==> config.mk <==
export PLATFORM = sky130hd
export DESIGN_NAME = convex_hull_graham_scan_core
export DESIGN_NICKNAME = d
export VERILOG_FILES = /design/src/chgs_pkg.sv /design/src/chgs_fifo.sv /design/src/chgs_front.sv /design/src/chgs_back.sv /design/src/convex_hull_graham_scan_core.sv
export VERILOG_INCLUDE_DIRS = /design/src /design/src/src
export SDC_FILE = /design/constraint.sdc
export NUM_CORES = 2
export LEC_CHECK = 0
export ABC_AREA = 1
export BUFFER_PORTS_ARGS = -buffer_cell sky130_fd_sc_hd__buf_2
export CORE_MARGIN = 2
export CORE_UTILIZATION = 55
export DETAILED_ROUTE_END_ITERATION = 6
export GPL_ROUTABILITY_DRIVEN = 0
export GPL_TIMING_DRIVEN = 0
export PLACE_DENSITY = 0.71
export SLEW_MARGIN = 20
export SYNTH_ARGS = -nofsm -noshare
export SYNTH_HDL_FRONTEND = slang
export SYNTH_SLANG_ARGS = --single-unit
==> constraint.sdc <==
create_clock -name clk -period 10.8 [get_ports clk]
set_input_delay 1.08 -clock clk [delete_from_list [all_inputs] [get_ports clk]]
set_output_delay 1.08 -clock clk [all_outputs]
set_load 0.02 [all_outputs]
==> src/convex_hull_graham_scan_core_macros.svh <==
// Assertion macros shared by the hull core.
`ifndef CONVEX_HULL_GRAHAM_SCAN_CORE_MACROS_SVH
`define CONVEX_HULL_GRAHAM_SCAN_CORE_MACROS_SVH

// Check b in the cycle after a, outside reset.
`define CHGS_ASSERT_NEXT(lbl, a, b, msg) \
  lbl: assert property (@(posedge clk) disable iff (rst) (a) |=> (b)) else $error(msg);

// Check b in the cycle after reset is seen.
`define CHGS_ASSERT_RESET(lbl, b, msg) \
  lbl: assert property (@(posedge clk) rst |=> (b)) else $error(msg);

`endif

==> src/chgs_pkg.sv <==
// Types and constants shared by the convex hull core.
package chgs_pkg;

  localparam int COORD_W = 16;
  localparam int DIFF_W  = COORD_W + 1;
  localparam int PROD_W  = 2 * DIFF_W;
  localparam int CROSS_W = PROD_W + 1;
  localparam int MAN_W   = DIFF_W;

  typedef logic signed [COORD_W-1:0] coord_t;

  typedef struct packed {
    coord_t x;
    coord_t y;
  } point_t;

  // Item passed from the front end to the hull engine.
  typedef struct packed {
    point_t pt;
    logic   last;
    logic   keep;
    logic   ovf;
  } load_entry_t;

  typedef struct packed {
    point_t pt;
    logic   last;
    logic   dropped;
  } result_t;

  typedef enum logic [4:0] {
    ST_LOAD,
    ST_EMIT_RD,
    ST_EMIT_WR,
    ST_PIV_RD,
    ST_PIV_CMP,
    ST_SWAP0,
    ST_SWAP1,
    ST_SORT_LD,
    ST_SORT_TMP,
    ST_SORT_RD,
    ST_SORT_MUL,
    ST_SORT_CMP,
    ST_SORT_PLACE,
    ST_SCAN_LD,
    ST_SCAN_P,
    ST_SCAN_MUL,
    ST_SCAN_CMP,
    ST_SCAN_POPRD,
    ST_SCAN_POPDT,
    ST_SCAN_PUSH
  } state_t;

endpackage

==> src/chgs_fifo.sv <==
// Small register queue used between the stages and on the result side.
module chgs_fifo #(
  parameter int W     = 8,
  parameter int DEPTH = 4
) (
  input  logic         clk,
  input  logic         rst,
  input  logic         push,
  input  logic [W-1:0] din,
  output logic         full,
  input  logic         pop,
  output logic [W-1:0] dout,
  output logic         empty
);
  localparam int AW = (DEPTH > 1) ? $clog2(DEPTH) : 1;
  localparam int CW = $clog2(DEPTH + 1);

  logic [W-1:0]  mem [DEPTH];
  logic [AW-1:0] wp;
  logic [AW-1:0] rp;
  logic [CW-1:0] cnt;
  logic          do_push;
  logic          do_pop;

  assign full    = (cnt == CW'(DEPTH));
  assign empty   = (cnt == '0);
  assign do_push = push && !full;
  assign do_pop  = pop && !empty;
  assign dout    = mem[rp];

  always_ff @(posedge clk) begin
    if (do_push) begin
      mem[wp] <= din;
    end
  end

  always_ff @(posedge clk) begin
    if (rst) begin
      wp  <= '0;
      rp  <= '0;
      cnt <= '0;
    end else begin
      if (do_push) begin
        wp <= (wp == AW'(DEPTH - 1)) ? '0 : wp + 1'b1;
      end
      if (do_pop) begin
        rp <= (rp == AW'(DEPTH - 1)) ? '0 : rp + 1'b1;
      end
      if (do_push && !do_pop) begin
        cnt <= cnt + 1'b1;
      end else if (do_pop && !do_push) begin
        cnt <= cnt - 1'b1;
      end
    end
  end

endmodule

==> src/chgs_front.sv <==
// Front end: accept points, mark those that fit in the store, track overflow.
module chgs_front #(
  parameter int MAX_POINTS = 32
) (
  input  logic                  clk,
  input  logic                  rst,
  input  chgs_pkg::coord_t      point_x,
  input  chgs_pkg::coord_t      point_y,
  input  logic                  last_point,
  input  logic                  push,
  output logic                  full,
  output logic                  q_push,
  output chgs_pkg::load_entry_t q_entry,
  input  logic                  q_full
);
  import chgs_pkg::*;

  localparam int CW = $clog2(MAX_POINTS + 1);

  logic [CW-1:0] cnt;
  logic          ovf;
  logic          keep;

  assign full   = q_full;
  assign q_push = push && !q_full;
  assign keep   = (cnt < CW'(MAX_POINTS));

  always_comb begin
    q_entry.pt.x = point_x;
    q_entry.pt.y = point_y;
    q_entry.last = last_point;
    q_entry.keep = keep;
    q_entry.ovf  = ovf || !keep;
  end

  always_ff @(posedge clk) begin
    if (rst) begin
      cnt <= '0;
      ovf <= 1'b0;
    end else if (q_push) begin
      if (last_point) begin
        cnt <= '0;
        ovf <= 1'b0;
      end else begin
        if (keep) begin
          cnt <= cnt + 1'b1;
        end
        ovf <= ovf || !keep;
      end
    end
  end

endmodule

==> src/chgs_back.sv <==
// Hull engine: point store, pivot search, insertion sort, scan and readout.
module chgs_back #(
  parameter int MAX_POINTS = 32
) (
  input  logic                  clk,
  input  logic                  rst,
  input  chgs_pkg::load_entry_t q_entry,
  input  logic                  q_empty,
  output logic                  q_pop,
  input  logic                  res_full,
  output logic                  res_push,
  output chgs_pkg::result_t     res
);
  import chgs_pkg::*;

  localparam int AW = $clog2(MAX_POINTS);
  localparam int CW = $clog2(MAX_POINTS + 1);

  function automatic logic [MAN_W-1:0] absd(input logic signed [DIFF_W-1:0] d);
    return d[DIFF_W-1] ? MAN_W'(-d) : MAN_W'(d);
  endfunction

  state_t state;
  state_t state_next;

  point_t mem [MAX_POINTS];
  point_t rdata;
  logic          we;
  logic [AW-1:0] wa;
  point_t        wd;
  logic [AW-1:0] ra;

  logic [CW-1:0] n;
  logic [CW-1:0] i;
  logic [CW-1:0] j;
  logic [CW-1:0] sz;
  logic [CW-1:0] k;
  logic [CW-1:0] emit_cnt;
  logic          ovf;
  point_t        pivot, tmp, cand, p, t1, t2, best, e0;
  logic [AW-1:0] bidx;

  logic signed [PROD_W-1:0] p1, p2;
  logic [MAN_W-1:0]         man_u, man_v;

  point_t co, cu, cv;
  logic signed [DIFF_W-1:0] dux, duy, dvx, dvy;
  logic signed [CROSS_W-1:0] cr;
  logic before_hit;
  logic pop_hit;
  logic better;
  logic [CW-1:0] eff;
  logic [CW-1:0] jm1;
  logic [CW-1:0] szm2;

  assign eff  = n + CW'(q_entry.keep);
  assign jm1  = j - 1'b1;
  assign szm2 = sz - CW'(2);

  // Shared cross product: (u - o) x (v - o).
  always_comb begin
    if (state == ST_SORT_MUL) begin
      co = pivot;
      cu = tmp;
      cv = rdata;
    end else begin
      co = t2;
      cu = t1;
      cv = p;
    end
    dux = DIFF_W'(cu.x) - DIFF_W'(co.x);
    duy = DIFF_W'(cu.y) - DIFF_W'(co.y);
    dvx = DIFF_W'(cv.x) - DIFF_W'(co.x);
    dvy = DIFF_W'(cv.y) - DIFF_W'(co.y);
  end

  assign cr = CROSS_W'(p1) - CROSS_W'(p2);
  // Collinear points lie on one ray from the pivot: Manhattan length orders them.
  assign before_hit = (cr > 0) || ((cr == 0) && (man_u < man_v));
  assign pop_hit    = (cr <= 0);
  assign better     = (rdata.y < best.y) || ((rdata.y == best.y) && (rdata.x < best.x));

  always_ff @(posedge clk) begin
    if (we) begin
      mem[wa] <= wd;
    end
    rdata <= mem[ra];
  end

  always_comb begin
    state_next = state;
    case (state)
      ST_LOAD: begin
        if (!q_empty && q_entry.last) begin
          state_next = (eff <= CW'(2)) ? ST_EMIT_RD : ST_PIV_RD;
        end
      end
      ST_EMIT_RD: state_next = ST_EMIT_WR;
      ST_EMIT_WR: begin
        if (!res_full) begin
          state_next = (k + 1'b1 == emit_cnt) ? ST_LOAD : ST_EMIT_RD;
        end
      end
      ST_PIV_RD:  state_next = ST_PIV_CMP;
      ST_PIV_CMP: state_next = (k + 1'b1 == n) ? ST_SWAP0 : ST_PIV_RD;
      ST_SWAP0:   state_next = ST_SWAP1;
      ST_SWAP1:   state_next = ST_SORT_LD;
      ST_SORT_LD: state_next = ST_SORT_TMP;
      ST_SORT_TMP: state_next = ST_SORT_RD;
      ST_SORT_RD: state_next = ST_SORT_MUL;
      ST_SORT_MUL: state_next = ST_SORT_CMP;
      ST_SORT_CMP: begin
        state_next = (before_hit && (jm1 > CW'(1))) ? ST_SORT_RD : ST_SORT_PLACE;
      end
      ST_SORT_PLACE: state_next = (i + 1'b1 == n) ? ST_SCAN_LD : ST_SORT_LD;
      ST_SCAN_LD: state_next = ST_SCAN_P;
      ST_SCAN_P:  state_next = (sz >= CW'(2)) ? ST_SCAN_MUL : ST_SCAN_PUSH;
      ST_SCAN_MUL: state_next = ST_SCAN_CMP;
      ST_SCAN_CMP: begin
        state_next = (pop_hit && (sz - 1'b1 >= CW'(2))) ? ST_SCAN_POPRD : ST_SCAN_PUSH;
      end
      ST_SCAN_POPRD: state_next = ST_SCAN_POPDT;
      ST_SCAN_POPDT: state_next = ST_SCAN_MUL;
      ST_SCAN_PUSH: state_next = (i + 1'b1 == n) ? ST_EMIT_RD : ST_SCAN_LD;
      default: state_next = ST_LOAD;
    endcase
  end

  always_comb begin
    we       = 1'b0;
    wa       = '0;
    wd       = q_entry.pt;
    ra       = k[AW-1:0];
    q_pop    = 1'b0;
    res_push = 1'b0;
    res.pt      = rdata;
    res.last    = (k + 1'b1 == emit_cnt);
    res.dropped = ovf;
    case (state)
      ST_LOAD: begin
        q_pop = !q_empty;
        we    = !q_empty && q_entry.keep;
        wa    = n[AW-1:0];
      end
      ST_EMIT_WR: res_push = !res_full;
      ST_SWAP0: begin
        we = 1'b1;
        wd = best;
      end
      ST_SWAP1: begin
        we = 1'b1;
        wa = bidx;
        wd = e0;
      end
      ST_SORT_LD: ra = i[AW-1:0];
      ST_SORT_RD: ra = jm1[AW-1:0];
      ST_SORT_CMP: begin
        we = before_hit;
        wa = j[AW-1:0];
        wd = cand;
      end
      ST_SORT_PLACE: begin
        we = 1'b1;
        wa = j[AW-1:0];
        wd = tmp;
      end
      ST_SCAN_LD: ra = i[AW-1:0];
      ST_SCAN_POPRD: ra = szm2[AW-1:0];
      ST_SCAN_PUSH: begin
        we = 1'b1;
        wa = sz[AW-1:0];
        wd = p;
      end
      default: begin
      end
    endcase
  end

  always_ff @(posedge clk) begin
    if (rst) begin
      state <= ST_LOAD;
      n     <= '0;
      i     <= '0;
      j     <= '0;
      sz    <= '0;
      k     <= '0;
    end else begin
      state <= state_next;
      case (state)
        ST_LOAD: begin
          if (!q_empty) begin
            if (q_entry.keep) begin
              n <= n + 1'b1;
            end
            if (q_entry.last) begin
              n        <= eff;
              k        <= '0;
              emit_cnt <= eff;
              ovf      <= q_entry.ovf;
            end
          end
        end
        ST_EMIT_WR: begin
          if (!res_full) begin
            k <= k + 1'b1;
            if (k + 1'b1 == emit_cnt) begin
              n <= '0;
            end
          end
        end
        ST_PIV_CMP: begin
          if (k == '0 || better) begin
            best <= rdata;
            bidx <= k[AW-1:0];
          end
          if (k == '0) begin
            e0 <= rdata;
          end
          k <= k + 1'b1;
        end
        ST_SWAP0: pivot <= best;
        ST_SWAP1: i <= CW'(2);
        ST_SORT_TMP: begin
          tmp <= rdata;
          j   <= i;
        end
        ST_SORT_MUL: begin
          cand  <= rdata;
          p1    <= PROD_W'(dux) * PROD_W'(dvy);
          p2    <= PROD_W'(duy) * PROD_W'(dvx);
          man_u <= absd(dux) + absd(duy);
          man_v <= absd(dvx) + absd(dvy);
        end
        ST_SORT_CMP: begin
          if (before_hit) begin
            j <= jm1;
          end
        end
        ST_SORT_PLACE: begin
          i <= i + 1'b1;
          if (i + 1'b1 == n) begin
            i  <= '0;
            sz <= '0;
          end
        end
        ST_SCAN_P: p <= rdata;
        ST_SCAN_MUL: begin
          p1 <= PROD_W'(dux) * PROD_W'(dvy);
          p2 <= PROD_W'(duy) * PROD_W'(dvx);
        end
        ST_SCAN_CMP: begin
          if (pop_hit) begin
            sz <= sz - 1'b1;
            t1 <= t2;
          end
        end
        ST_SCAN_POPDT: t2 <= rdata;
        ST_SCAN_PUSH: begin
          t2 <= t1;
          t1 <= p;
          sz <= sz + 1'b1;
          i  <= i + 1'b1;
          if (i + 1'b1 == n) begin
            k        <= '0;
            emit_cnt <= sz + 1'b1;
          end
        end
        default: begin
        end
      endcase
    end
  end

endmodule

==> src/convex_hull_graham_scan_core.sv <==
// Top level of the Graham scan convex hull core.
//
//  channel   | handshake          | payload
//  ----------+--------------------+------------------------------------------
//  points in | push / full        | point_x, point_y, last_point
//  hull out  | pop / empty        | vertex_x, vertex_y, last_vertex, dropped
//
// Points load at one per cycle while the engine is idle. The last_point
// transaction starts the hull: pivot search, pivot swap, insertion sort, scan,
// then readout of each vertex (a set of two points or fewer goes straight to
// readout); all of it is bound by the single store port and the one shared
// cross-product unit. Reset clears queues and control; a full result queue
// stalls readout.
`include "convex_hull_graham_scan_core_macros.svh"

module convex_hull_graham_scan_core #(
  parameter int MAX_POINTS   = 32,
  parameter int QUEUE_DEPTH  = 4,
  parameter int RESULT_DEPTH = 4
) (
  input  logic             clk,
  input  logic             rst,
  input  chgs_pkg::coord_t point_x,
  input  chgs_pkg::coord_t point_y,
  input  logic             last_point,
  input  logic             push,
  output logic             full,
  output chgs_pkg::coord_t vertex_x,
  output chgs_pkg::coord_t vertex_y,
  output logic             last_vertex,
  output logic             dropped,
  output logic             empty,
  input  logic             pop
);
  import chgs_pkg::*;

  // Front end to engine queue.
  logic        q_push;
  logic        q_full;
  load_entry_t q_in;
  load_entry_t q_out;
  logic        q_empty;
  logic        q_pop;

  // Engine to result queue.
  logic    res_push;
  logic    res_full;
  result_t res_in;
  result_t res_out;

  chgs_front #(
    .MAX_POINTS(MAX_POINTS)
  ) u_front (
    .clk       (clk),
    .rst       (rst),
    .point_x   (point_x),
    .point_y   (point_y),
    .last_point(last_point),
    .push      (push),
    .full      (full),
    .q_push    (q_push),
    .q_entry   (q_in),
    .q_full    (q_full)
  );

  chgs_fifo #(
    .W    ($bits(load_entry_t)),
    .DEPTH(QUEUE_DEPTH)
  ) u_load_q (
    .clk  (clk),
    .rst  (rst),
    .push (q_push),
    .din  (q_in),
    .full (q_full),
    .pop  (q_pop),
    .dout (q_out),
    .empty(q_empty)
  );

  chgs_back #(
    .MAX_POINTS(MAX_POINTS)
  ) u_back (
    .clk     (clk),
    .rst     (rst),
    .q_entry (q_out),
    .q_empty (q_empty),
    .q_pop   (q_pop),
    .res_full(res_full),
    .res_push(res_push),
    .res     (res_in)
  );

  chgs_fifo #(
    .W    ($bits(result_t)),
    .DEPTH(RESULT_DEPTH)
  ) u_res_q (
    .clk  (clk),
    .rst  (rst),
    .push (res_push),
    .din  (res_in),
    .full (res_full),
    .pop  (pop),
    .dout (res_out),
    .empty(empty)
  );

  // Present the oldest waiting vertex.
  assign vertex_x    = res_out.pt.x;
  assign vertex_y    = res_out.pt.y;
  assign last_vertex = res_out.last;
  assign dropped     = res_out.dropped;

  `CHGS_ASSERT_RESET(a_reset_idle, empty && !full, "queues not cleared by reset")
  `CHGS_ASSERT_NEXT(a_res_stable, !res_push && !(pop && !empty), $stable(empty), "result queue changed without a transaction")
  `CHGS_ASSERT_NEXT(a_q_stays_empty, q_empty && !q_push, q_empty, "engine queue filled without a push")

endmodule

==> impl_metrics.toml <==
[run_status]
status = "finished clean"

[timing]
fin_ws_ns = 0.374
fmax_mhz = 95.9
max-slew-margin-rel_pct = 12.2
rsz0062_at_grt = "false"
period_share_pct = 96.5
worst_pin_slew_ns = 1.30
clock-skew-final_ns = 0.0793
final_hold_viol_count = 0
period_needed_ns = 10.43
slew_viol_final = 0
setup-violations-final = 0

[synthesis]
synth_nets = 10500
ys.warnings.count = 0
yosysMostFrequentCell = "edfxtp_1"
yosysTopAreaCell = "edfxtp_1"
syn_inst = 9488
avgSynthCellArea_um2 = 10.7
synthSimpleGateAreaFrac_pct = 12.9
synth_mux_area_share_pct = 2.02
synth-compound-area-share_pct = 8.95
synth_top_family_by_area = "adder cells"
synth_edf_count = 1670
netlist.area_leader.share_pct = 49.4
synth_xor_area_share_pct = 2.01
synth_area_um2 = 101000
synthArstFlopShare_pct = 0
netlist_top_cells_area = "edfxtp_1 (49%), fa_1 (12%), nand2_1 (5.7%), ha_1 (4.6%), inv_1 (4.5%)"
seq_area_frac_synth_pct = 51.3
synth_fa_ha_area_share_pct = 16.4
synthFlopType = "edfxtp_1"
yosysUniqueCellTypes = 69
ys_ff_latch = 1762
yosys-top-cells-count = "edfxtp_1 (1,670), nand2_1 (1,534), inv_1 (1,223)"

[setup_path]
cp_slowest_stage_delay_ns = 0.51
start_kind = "register"
crit_slowest_cell = "clkbuf_1"
path_class = "reg -> reg"
worst_path_most_repeated_cell = "inv_1"
ff2ff_path_depth = 38
cp.arrival_ns = 11.03
r2r_slack_ns = 0.37
worst_ep_required_time_ns = 11.40
end_kind = "register"
cp_max_fo = 10

[flow_run]
max-cap-violations = 0

[pwr]
netSwitchingPower_uw = 6970
pwr-share-seq_pct = 44.9
internal_power_uw = 13800
ir_drop_v = 0.000246
p_leak_uw = 0.0466
switching_share_pct = 33.6
power_density_nw_per_um2 = 183
comb_power_share_pct = 25.0
p_clk_share_pct = 30.1

[route]
vias = 76200
wl_per_cell_um = 25.4
drt-initial-drc-count = 10900
firstDrtPassIters = 7
routed_via_density = 6.10
ant_nets = 0
post-route-drc-count = 0
wl_um = 317000

[die]
num_rows = 157
pin_count = 73
floorplan.initialDensity_pct = 55.4
dieArea_um2 = 188000
die_w_um = 433
core_um2 = 183000
die_height_um = 433

[clock_network]
cts_tree = "done"
clock_sinks = 1762
insertion_delay_ns = 0.89
post_cts_buffers = 0
clk_pin_slew_worst_paths_ns = 0.07
holdBufCountCts = 0
ctsLongestPathBuffers = 3
cts_root_buf = "clkbuf_16"
cts_buffers = 175
htree_levels = 4

[layout]
fin_area_um2 = 113000
syn_to_final_growth_pct = 11.7
nNetsFinal = 10900
layout-drive-gt1-share_pct = 8.03

[global_routing]
grt_overflow = 0
grt_pass1_wl_um = 465000
track_usage_pct = 33.6
grt_max_degree = 33
antenna_found_initial = 10
grt_pass1_vias = 75000

[placed_design]
post-place-ws_ns = -0.391
port_buffers = 71
placed_cell_area_um2 = 107000
dp_hpwl_um = 237000

[hold_path]
whs_path_depth = 0
hold_class = "reg -> reg"
worst max-delay path, delay by kind of cell (launching register included):
kind / cells / cell delay [ns]
DFF: 1 / 0.47
AOI/OAI and AO/OA: 10 / 2.64
adders and majority gates: 9 / 3.44
buffers and inverters: 11 / 2.02
xor gates and xnor gates: 1 / 0.39
and+or+nand+nor: 7 / 1.21
placed cells by master (no fill, tap or decap), types with 46 or more instances in the layout:
cell,count
inv_1,1221
fa_1,600
xnor2_1,55
xor2_1,156
nor3_1,59
a21oi_1,254
clkbuf_16,180
clkbuf_1,284
o21ai_0,656
nor2_1,1091
edfxtp_1,1670
o22ai_1,74
o32ai_1,55
nand4_1,64
nand2_2,63
buf_4,72
buf_6,49
dfxtp_1,92
mux2i_1,205
nand2_1,1531
clkinv_1,46
o211ai_1,75
ha_1,370
o221ai_1,207
buf_2,144
nand3_1,257
logic make-up (layout without fill, tap and decap cells):
kind of cell    Yosys count  in the layout
mux                     205            205
flops                  1762           1762
simple gates           3198           3198
compound gates         1478           1478
fa+ha+maj               970            970
other cells               0              7
xor+xnor                221            221
buf+inv                1654           2185
per-stage QoR:
step,instances,utilization (%),setup TNS (ns),total power [uW],hold slack [ns]
6_report,12500,61.9,0,20700,0.405
5_1_grt,12500,61.9,0,21200,0.442
4_1_cts,12500,61.9,0,20500,0.414
2_1_floorplan,9488,-,0,11700,0.406
3_3_place_gp,12000,57.3,-0.425,13900,0.411
3_5_place_dp,12200,58.7,-1.00,14400,0.411
path summary, 6_finish.rpt:
check                   from             end
max reg2reg  u_back.state[1]   u_back.p2[29]
max          u_back.state[1]   u_back.p2[29]
min reg2reg      u_back.k[2]  u_back.bidx[2]
min              u_back.k[2]  u_back.bidx[2]
power groups by stage:
stage               sequential (uW)  combinational, uW  clock, uW
global placement               9540               4360          0
floorplan                      9160               2550          0
finish                         9320               5180       6240
CTS                            9280               5000       6250
global route                   9320               5390       6510
detailed placement             9420               4980          0
cell type report:
cell class | instances | area (um^2)
timing repair buffer | 212 | 2480
sequential | 1762 | 52000
multi-input combinational | 6072 | 43300
clock inverter | 92 | 1040
antenna | 7 | 17.5
tap | 2464 | 3080
buffer | 382 | 1770
fill | 14200 | 69800
inverter | 1266 | 4750
clock buffer | 233 | 4820
state kept, by name (all words and copies together) (netlist names), 17 cells and up, named ones only:
name	flops
u_back.p	32
u_res_q.mem	136
u_back.p1	34
u_back.e0	32
u_load_q.mem	140
u_back.t2	32
u_back.best	32
u_back.mem	1024
u_back.tmp	32
u_back.man_v	17
u_back.res	32
u_back.man_u	17
u_back.p2	34
u_back.cand	32
u_back.pivot	32
u_back.t1	32
routing by layer:
| layer | wire, um | GRT usage [%] | vias to the layer above | part of all wire, % |
|---|---|---|---|---|
| li1 | - | - | 33000 | - |
| met1 | 111000 | 41.4 | 37000 | 35 |
| met2 | 142000 | 52.4 | 5083 | 45 |
| met3 | 37300 | 8.01 | 1151 | 12 |
| met4 | 26700 | 23.9 | 10 | 8.4 |
| met5 | 67 | 0 | - | 0.021 |
timing repair:
item | CTS | global route
gates resized for setup | 6 | 24
endpoints found under the setup margin | 6 | 18
pin swaps | 0 | 0
Power figures use the tool's default switching activity.
